## src/stt_pkg.sv

```systemverilog
// Shared types, constants and character-class helpers for the tokenizer.
// No dependencies.
package stt_pkg;

  localparam int unsigned MaxLineLen = 4096;
  localparam int unsigned LenCapInt = (MaxLineLen < 8191) ? MaxLineLen : 8191;
  localparam logic [12:0] LenCap = 13'(LenCapInt);
  localparam logic [11:0] ColMax = 12'd4095;
  localparam int unsigned NumKw = 10;
  localparam int unsigned QDepth = 4;

  localparam logic [4:0] KindId      = 5'd0;
  localparam logic [4:0] KindNumber  = 5'd1;
  localparam logic [4:0] KindString  = 5'd2;
  localparam logic [4:0] KindKw0     = 5'd3;
  localparam logic [4:0] KindUnknown = 5'd27;

  typedef enum logic [2:0] {
    ModeIdle     = 3'd0,
    ModeIdent    = 3'd1,
    ModeNumber   = 3'd2,
    ModeAfterDot = 3'd3,
    ModeString   = 3'd4
  } mode_e;

  typedef struct packed {
    logic [7:0]  ch;
    logic        end_of_line;
    logic [15:0] line_no;
  } char_t;

  typedef struct packed {
    logic [4:0]  token_kind;
    logic [11:0] start_col;
    logic [12:0] lexeme_len;
    logic [15:0] token_line;
    logic        last_of_run;
  } token_t;

  // Work for the back part: up to two tokens decided by the front part.
  typedef struct packed {
    logic   first_vld;
    logic   second_vld;
    token_t first;
    token_t second;
  } job_t;

  function automatic logic [7:0] kw_char(input int unsigned k, input int unsigned p);
    logic [7:0] c;
    string s;
    case (k)
      0: s = "proclaim";
      1: s = "engrave";
      2: s = "announce";
      3: s = "consider";
      4: s = "otherwise";
      5: s = "whilst";
      6: s = "thou";
      7: s = "shalt";
      8: s = "not";
      default: s = "pass";
    endcase
    c = (p < s.len()) ? s[p] : 8'd0;
    return c;
  endfunction

  function automatic logic [3:0] kw_len(input int unsigned k);
    logic [3:0] l;
    case (k)
      0: l = 4'd8;
      1: l = 4'd7;
      2: l = 4'd8;
      3: l = 4'd8;
      4: l = 4'd9;
      5: l = 4'd6;
      6: l = 4'd4;
      7: l = 4'd5;
      8: l = 4'd3;
      default: l = 4'd4;
    endcase
    return l;
  endfunction

  function automatic logic is_letter(input logic [7:0] c);
    return (c >= "a" && c <= "z") || (c >= "A" && c <= "Z");
  endfunction

  function automatic logic is_digit(input logic [7:0] c);
    return c >= "0" && c <= "9";
  endfunction

  function automatic logic [4:0] symbol_kind(input logic [7:0] c);
    logic [4:0] k;
    case (c)
      "=": k = 5'd13;
      "+": k = 5'd14;
      "-": k = 5'd15;
      "*": k = 5'd16;
      "/": k = 5'd17;
      ";": k = 5'd18;
      "(": k = 5'd19;
      ")": k = 5'd20;
      "{": k = 5'd21;
      "}": k = 5'd22;
      "<": k = 5'd23;
      ">": k = 5'd24;
      "!": k = 5'd25;
      ".": k = 5'd26;
      default: k = KindUnknown;
    endcase
    return k;
  endfunction

endpackage

```

## src/stt_back.sv

```systemverilog
// Back part: job queue and output sequencer that sends one token per transfer.
// Depends on stt_pkg.
module stt_back (
  input  logic           clk_i,
  input  logic           rst_ni,
  input  logic           q_valid_i,
  input  stt_pkg::job_t  q_data_i,
  output logic           q_ready_o,
  output logic           out_valid_o,
  output stt_pkg::token_t out_data_o,
  input  logic           out_ready_i
);
  import stt_pkg::*;

  localparam int unsigned PtrW = $clog2(QDepth);

  job_t            mem_q [QDepth];
  logic [PtrW-1:0] wr_q, rd_q;
  logic [PtrW:0]   cnt_q;
  logic            half_q;
  logic            push, pop, take;
  job_t            head;

  assign head = mem_q[rd_q];
  assign q_ready_o = cnt_q < (PtrW + 1)'(QDepth);
  assign push = q_valid_i && q_ready_o;
  assign out_valid_o = cnt_q != '0;
  assign out_data_o = (head.first_vld && !half_q) ? head.first : head.second;
  assign take = out_valid_o && out_ready_i;
  assign pop = take && (half_q || !head.first_vld || !head.second_vld);

  always_ff @(posedge clk_i) begin
    if (push) mem_q[wr_q] <= q_data_i;
  end

  always_ff @(posedge clk_i or negedge rst_ni) begin
    if (!rst_ni) begin
      wr_q <= '0;
      rd_q <= '0;
      cnt_q <= '0;
      half_q <= 1'b0;
    end else begin
      if (push) wr_q <= wr_q + 1'b1;
      if (pop) rd_q <= rd_q + 1'b1;
      cnt_q <= cnt_q + (PtrW + 1)'(push) - (PtrW + 1)'(pop);
      if (pop) half_q <= 1'b0;
      else if (take) half_q <= 1'b1;
    end
  end
endmodule

```

## config.mk

```make
export PLATFORM = sky130hd
export DESIGN_NAME = stt_back
export DESIGN_NICKNAME = d
export VERILOG_FILES = /design/src/stt_pkg.sv /design/src/stt_back.sv
export SDC_FILE = /design/constraint.sdc
export NUM_CORES = 1
export LEC_CHECK = 0
export ABC_AREA = 1
export BUFFER_PORTS_ARGS = -buffer_cell sky130_fd_sc_hd__buf_2
export CORE_MARGIN = 2
export CORE_UTILIZATION = 50
export DETAILED_ROUTE_END_ITERATION = 16
export PLACE_DENSITY = 0.73
export RECOVER_POWER = 100
export SLEW_MARGIN = 20
export SYNTH_ARGS = -nofsm -noshare
export SYNTH_HDL_FRONTEND = slang
export SYNTH_SLANG_ARGS = --single-unit
```

## constraint.sdc

```tcl
create_clock -name clk_i -period 15.71 [get_ports clk_i]
set_input_delay 3.142 -clock clk_i [delete_from_list [all_inputs] [get_ports clk_i]]
set_output_delay 3.142 -clock clk_i [all_outputs]
set_load 0.02 [all_outputs]
```

; ---- After elaboration in Yosys (flattened, before gate mapping)
; Memories as Yosys holds them, arrays and structs flattened.
; Cells that the tools add are included.
[word_totals]
register_bits = 8
mem_count = 1
mem_bits_rw = 384
input_bits = 100
[classes]
add_sub_neg = 4
n_lt_le_gt_ge = 1
n_mux = 5
n_reduce_logical = 11
[mem_list]
columns = name, depth, width, read_ports, rd_clocked_by_memory_dff, write_ports, line
row1 = mem_q, 4, 96, 1, 0, 1, stt_back.sv:17  ; job_t mem_q [QDepth];
[ops]
columns = cell, n
row1 = $mux W47, 1
row2 = $add A2 B1 Y2 const B, 2
row3 = $logic_and A1 B1 Y1, 4
row4 = $mux W1, 4
row5 = $add A3 B1 Y3, 1
row6 = $logic_not A1 Y1, 3
row7 = $lt A3 B3 Y1 const B, 1
row8 = $reduce_bool A3 Y1, 1
row9 = $sub A3 B1 Y3, 1
row10 = $logic_or A1 B1 Y1, 2
row11 = $reduce_bool A2 Y1, 1

; ---- Depth between registers and ports, before layout
; Gate-level depths: netlist of the first run.
; An unclocked memory read counts as a cell.
[logic_depth]
word_depth = 6
ltp_mapped = 14
depth_no_buf = 12

; ---- Least setup slack after synthesis of the first run
; No wires, ideal clock.
[synth_path]
path_type = in2reg
from = input q_valid_i
to = memory mem_q[0][0] (netlist name) (enable)
path_buffers = 0
setup_slack_ns = 7.854
t_arrival_ns = 7.304
path_stages = 2
path_cell_list = nand2_1 nor2_1
[synth_between]
elab_chain_cells = 3
[synth_rtl]
columns = element, line
row1 = start: declaration, stt_back.sv:6  ; input logic q_valid_i,
row2 = $logic_and A1 B1 Y1, stt_back.sv:26  ; assign push = q_valid_i && q_ready_o;
row3 = $mux W1, stt_back.sv:33  ; if (push) mem_q[wr_q] <= q_data_i;
row4 = $mux W1 (implied by the code), stt_back.sv:33
row5 = end: declaration, stt_back.sv:17
; Every way passes these cells.

==> impl_results.md, run 1 <==
* Synthesized area per cell at 13.32 um^2
* Cell variety after synth at 23
* First-pass GRT wire length at 51590 um
* Std-Cell Rows at 64
* Routability cong. at 0.7398
* Register area share after synthesis at 0.7656
* Leak Pwr at 5.732 nW
* Syn_nets at 1256
* Most common cell after layout, fill and taps aside: edfxtp_1
* Syn Inst Count at 1150
* Setup TNS at 0 ps
* Wire per inst at 19.87 um
* Fin crit period at 10420 ps
* Highest-count cells in the layout ignoring fill and taps: edfxtp_1, nor2_1, o21ai_0, clkbuf_1, nand2_1
* Clk Latency, worst-skew pair at 520 ps
* Dpl hpwl at 17840 um
* Pin count of the biggest net entering global routing at 112
* Cts repair resizes at 0
* CP Capture Type: primary output
* Crit path cell chain: inv_1 > clkbuf_1 > nand3_1 > nand2_4 > nand2_4 > nand2_1 > nand2_1 > clkbuf_1
* H-tree depth at 2
* Max VDD drop at 0.0001418 V
* YS warnings at 0
* Area grow syn2layout at 12.61%
* Die height at 179.1 um
* Tot GR Track Use at 0.2102
* Total routed wirelength at 33730 um
* Drc violations at 0
* Fmax at 95.95 MHz
* TritonCTS clock tree: done
* Vias in the first global route at 9355
* Core footprint at 30350 um^2
* Max cap viols at 9
* Hold-fix buffers, CTS at 0
* Classification of the worst setup path: register to primary output
* CTS root buf: clkbuf_16
* Largest area contributor in the netlist: edfxtp_1
* Inst Count DP at 1627
* Total CTS buffers at 38
* Nets at 1377
* Via density at 5.629
* Final Max Tran Viols at 493
* Layout cells sized above 1 at 0.05389
* Delay of the slowest cell on the worst path at 3240 ps
* Slew margin rel. at -2.063
* Yosys reg bits at 392
* Arrival time worst endpoint at 7280 ps
* Startpoint types: register
* Final setup viols at 0
* Crit share post-route at 0.6634
* Fill cells at 2486
* Synth area leaders: edfxtp_1, o21ai_0, nor2_1, o22ai_1, nand2_1
* Antenna violation net count after detailed routing at 0
* Unrepaired setup endpoints after global routing: no
* Area after DPL at 16280 um^2
* # Post-CTS Setup Buffers at 0
* Post-Synthesis Cell Area at 15320 um^2
* Clock sink count at 392
* Worst path slowest cell: clkbuf_1
* Failing checks: max-capacitance violations, max-slew violations
* Via count at 9558
* Final Cell Area at 17260 um^2
* CTS clk-pin slew, worst paths at 60 ps
* Port Buffers at 148
* Starting density of the core at 0.5049
* DRT Pass-1 Iters at 5
* Slew @ Worst Pin at 4595 ps
* Clock Skew at 9.841 ps
* Gr ovfl total at 0
* Initial antenna violation count at 4
* Status: finished with violations
* Non-filler cells, final at 1698
* Power Density at 202.9 nW/um^2
* Max FO, Critical Path at 98
* Die area at 32060 um^2
* Max Root-Sink Buffers at 3
* Die width at 179.1 um
* Data required time of the critical path at 12570 ps
* Starting DRT DRC Count at 792
* Top-area cell type share of the netlist area at 0.7525
* Min-delay worst type: register to register
* I/O Pins at 149
* Fin. Hold Viols at 0
-- state kept, by name, summed over array words and instances (netlist names) --
register	flops
rd_q	2
mem_q	384
cnt_q	3
half_q	1
wr_q	2
-- critical path, delay by kind of cell, from the launching register on --
kind,cells,cell delay (ps)
buffers and inverters,3,3570
AND/OR/NAND/NOR,5,2280
flip-flops,1,870
-- routing by layer --
metal	GRT usage	share of wire	routed length [um]
met1	0.2873	0.43	14340
met2	0.3429	0.48	16340
met3	0.04432	0.071	2395
met4	0.05996	0.019	628
met5	0	0.00080	27
-- stage by stage --
step	worst slack, ps	util	power [W]	hold WS, ps
3_3_place_gp	8448	0.5365	0.002652	490.3
6_report	5288	0.5686	0.003501	507.6
5_1_grt	4712	0.5684	0.003710	520.0
3_5_place_dp	8362	0.5365	0.002677	491.2
4_1_cts	7810	0.5757	0.003544	508.7
2_1_floorplan	7854	-	0.002299	458.8
-- final timing paths --
check | start | endpoint | slack, ps | cells after the start
worst max-delay path | rd_q[1] | out_data_o[33] | 5290 | 8
worst min-delay path | cnt_q[2] | cnt_q[2] | 510 | 1
worst max register to register | rd_q[1] | cnt_q[2] | 8450 | 11
worst min register to register | cnt_q[2] | cnt_q[2] | 510 | 1
max in group asynchronous | rst_ni | rd_q[0] | 12820 | 1
min in group asynchronous | rst_ni | wr_q[1] | 2540 | 1
-- report_power, final --
part	switching [W]	internal, W	total (W)
logic	0.000873	0.000325	0.00120
registers	0.000105	0.00133	0.00143
clock network	0.000368	0.000504	0.000872
total	0.00135	0.00216	0.00350
-- synth_stat cells --
library cell / number
ha_1: 5
nor2_1: 194
inv_1: 19
o21ai_1: 27
nand3_2: 3
xor2_1: 2
fa_1: 1
buf_1: 3
nand2_2: 1
clkbuf_1: 31
nand2_4: 1
edfxtp_1: 384
o21ai_0: 163
inv_2: 1
inv_4: 1
buf_6: 7
nand3_1: 52
o22ai_1: 94
dfrtp_1: 8
nand2_1: 116
buf_4: 2
buf_2: 34
xnor2_1: 1
-- layout make-up --
type	instances	area (um^2)	share of cell area
flip-flops and latches	392	11740	0.6803
multi-input cells	660	3137	0.1818
clock buffers	45	998.5	0.05786
repair buffers	158	604.3	0.03502
well taps	396	495.5	0.02871
clock inverters	23	188.9	0.01095
inverters	21	85.08	0.004931
diodes	3	7.507	0.0004351
-- cells by family (layout without fill, tap and decap cells) --
kind of cell             after synthesis  count (layout)  share of synthesized area
flip-flops                           392             392                     0.7656
other                                  0               3                          0
AND/OR/NAND/NOR                      367             367                    0.09602
AO/OA/AOI/OAI                        284             284                     0.1004
adder cells (fa/ha/maj)                6               6                   0.005389
buffers and inverters                 98             247                    0.03086
XOR/XNOR                               3               3                   0.001715
(Power assumes the default switching activity.)
==> run 2, diff against run 1 <==
--- a/config.mk
+++ b/config.mk
@@ -10,7 +10,7 @@
 export CORE_MARGIN = 2
 export CORE_UTILIZATION = 50
 export DETAILED_ROUTE_END_ITERATION = 16
-export PLACE_DENSITY = 0.73
+export PLACE_DENSITY = 0.76
 export RECOVER_POWER = 100
 export SLEW_MARGIN = 20
 export SYNTH_ARGS = -nofsm -noshare
==> constraint.sdc (replaced) <==
create_clock -name clk_i -period 9.3 [get_ports clk_i]
set_input_delay 1.86 -clock clk_i [delete_from_list [all_inputs] [get_ports clk_i]]
set_output_delay 1.86 -clock clk_i [all_outputs]
set_load 0.02 [all_outputs]
==> impl_results.md, run 2 (synthesized netlist as in run 1, its figures left out) <==
* Reg with most FFs: mem_q (unchanged)
* Fin. Hold Viols at 0 (unchanged)
* Layout cells sized above 1 at 0.05356 (was 0.05389)
* Util after Layout at 0.5710 (was 0.5686)
* Reg-to-reg endpoint: mem_q[2][0] (was cnt_q[2])
* Max Used Layer: met5 (unchanged)
* Clock Skew at 12.15 ps (was 9.841 ps)
* Most common cell after layout, fill and taps aside: edfxtp_1 (unchanged)
* Clock sink count at 392 (unchanged)
* Crit share post-route at 0.7706
* Core footprint at 30350 um^2 (unchanged)
* Dpl hpwl at 18050 um (was 17840 um)
* Biggest regs: mem_q (384), cnt_q (3) (unchanged)
* Classification of the worst setup path: register to primary output (unchanged)
* H-tree depth at 2 (unchanged)
* Drc violations at 0 (unchanged)
* Failing checks: max-capacitance violations, max-slew violations (unchanged)
* Slew margin rel. at -1.706 (was -2.063)
* Hold-fix buffers, CTS at 0 (unchanged)
* Die area at 32060 um^2 (unchanged)
* Metal3 WL at 2651 um (was 2395 um)
* Via density at 5.647 (was 5.629)
* M1 WL at 14180 um (was 14340 um)
* Final setup viols at 0 (unchanged)
* DRT Pass-1 Iters at 5 (unchanged)
* Startpoint types: register (unchanged)
* Data required time of the critical path at 7440 ps (was 12570 ps)
* Tot GR Track Use at 0.2113 (was 0.2102)
* Max FO, Critical Path at 93 (was 98)
* Hold Crit Endpoint: cnt_q[2] (unchanged)
* Min-delay worst type: register to register (unchanged)
* Std-Cell Rows at 64 (unchanged)
* Max Root-Sink Buffers at 3 (unchanged)
* Die width at 179.1 um (unchanged)
* Area after DPL at 16300 um^2 (was 16280 um^2)
* Inst Count DP at 1630 (was 1627)
* Setup TNS at 0 ps (unchanged)
* Hold Startpoint: cnt_q[2] (unchanged)
* Power Density at 343.8 nW/um^2 (was 202.9 nW/um^2)
* Unrepaired setup endpoints after global routing: no (unchanged)
* Routability cong. at 0.7561 (was 0.7398)
* Reg2reg path depth at 4 (was 11)
* I/O Pins at 149 (unchanged)
* Vias in the first global route at 9561 (was 9355)
* Max reg flops at 384 (unchanged)
* Nets at 1383 (was 1377)
* CP Capture Type: primary output (unchanged)
* Non-filler cells, final at 1705 (was 1698)
* Starting DRT DRC Count at 910 (was 792)
* Port Buffers at 148 (unchanged)
* Total power at 0.005958 W (was 0.003501 W)
* Cell depth of the worst hold path at 1 (unchanged)
* Final Max Tran Viols at 423 (was 493)
* Clk Latency, worst-skew pair at 520 ps (about the same)
* # Post-CTS Setup Buffers at 0 (unchanged)
* Leak Pwr at 5.760 nW (was 5.732 nW)
* Antenna violation net count after detailed routing at 0 (unchanged)
* Total routed wirelength at 33930 um (was 33730 um)
* Fmax at 139.5 MHz
* Wire per inst at 19.90 um (was 19.87 um)
* Arrival time worst endpoint at 5310 ps (was 7280 ps)
* Highest-count cells in the layout ignoring fill and taps: edfxtp_1, nor2_1, clkbuf_1, o21ai_0, nand2_1 (was edfxtp_1, nor2_1, o21ai_0, clkbuf_1, nand2_1)
* CTS clk-pin slew, worst paths at 60 ps (about the same)
* Area grow syn2layout at 13.10% (was 12.61%)
* Die height at 179.1 um (unchanged)
* Fill cells at 2448 (was 2486)
* Via count at 9628 (was 9558)
* Slew @ Worst Pin at 4058 ps (was 4595 ps)
* TritonCTS clock tree: done (unchanged)
* R2r startpoint: cnt_q[2] (was rd_q[1])
* Pin count of the biggest net entering global routing at 104 (was 112)
* Met2 Routed Length at 16570 um (was 16340 um)
* Gr ovfl total at 0 (unchanged)
* Starting density of the core at 0.5049 (unchanged)
* CTS root buf: clkbuf_16 (unchanged)
* Final Cell Area at 17330 um^2 (was 17260 um^2)
* Max cap viols at 9 (unchanged)
* Max VDD drop at 0.0002960 V (was 0.0001418 V)
* First-pass GRT wire length at 51750 um (was 51590 um)
* Fin crit period at 7167 ps
* Initial antenna violation count at 4 (unchanged)
* Total CTS buffers at 41 (was 38)
* Cts repair resizes at 0 (unchanged)
* Status: finished with violations (unchanged)
* R2r setup slk at 4840 ps (was 8450 ps)
## run 2: worst max path at each step
| stage | cells after the start | to | slack [ps] | start |
|---|---|---|---|---|
| 2_1_floorplan | 2 | mem_q[0][0] | 2730 | q_valid_i |
| 3_3_place_gp | 9 | out_data_o[31] | 3930 | rd_q[0] |
| 3_5_place_dp | 9 | out_data_o[44] | 3790 | rd_q[0] |
| 4_1_cts | 9 | out_data_o[44] | 3210 | rd_q[0] |
| 5_1_grt | 9 | out_data_o[33] | 1700 | rd_q[0] |
| 6_report | 9 | out_data_o[40] | 2130 | rd_q[0] |
## run 2: power breakdown
| part | total (W) | internal [W] | switching (W) | leakage, nW |
|---|---|---|---|---|
| Clock | 0.00152 | 0.000899 | 0.000624 | 0.611 |
| Sequential | 0.00236 | 0.00224 | 0.000117 | 3.58 |
| Combinational | 0.00208 | 0.000536 | 0.00154 | 1.57 |
| Total | 0.00596 | 0.00368 | 0.00228 | 5.76 |
## run 2: metrics by stage
stage / worst slack (ps) / hold slack, ps
6_report: 2133 / 517.1
5_1_grt: 1704 / 540.8
4_1_cts: 3214 / 514.3
3_5_place_dp: 3785 / 501.7
3_3_place_gp: 3928 / 481.3
2_1_floorplan: 2726 / 458.8
## run 2: per-layer routing
metal / vias up / GRT usage
li1: 4483 / -
met5: - / 0
met2: 377 / 0.3551
met1: 4713 / 0.2845
met4: 6 / 0.04709
met3: 49 / 0.04559
## run 2: cell type report
cell class	instances	area (um^2)	area share
antenna	2	5.005	0.0002888
clock buffer	55	1121	0.06469
clock inverter	18	135.1	0.007797
inverter	21	83.83	0.004837
multi-input combinational	660	3129	0.1806
sequential	392	11740	0.6772
tap	396	495.5	0.02859
timing repair buffer	161	624.3	0.03603
## run 2: worst max-delay path, cell delays in order (launching register included)
cell,delay (ps)
dfrtp_4,790
inv_6,650
nand2_1,110
nand3_1,140
nand2_4,390
nand2_1,770
clkbuf_1,1260
nand2_1,190
nand2_1,130
clkbuf_1,230
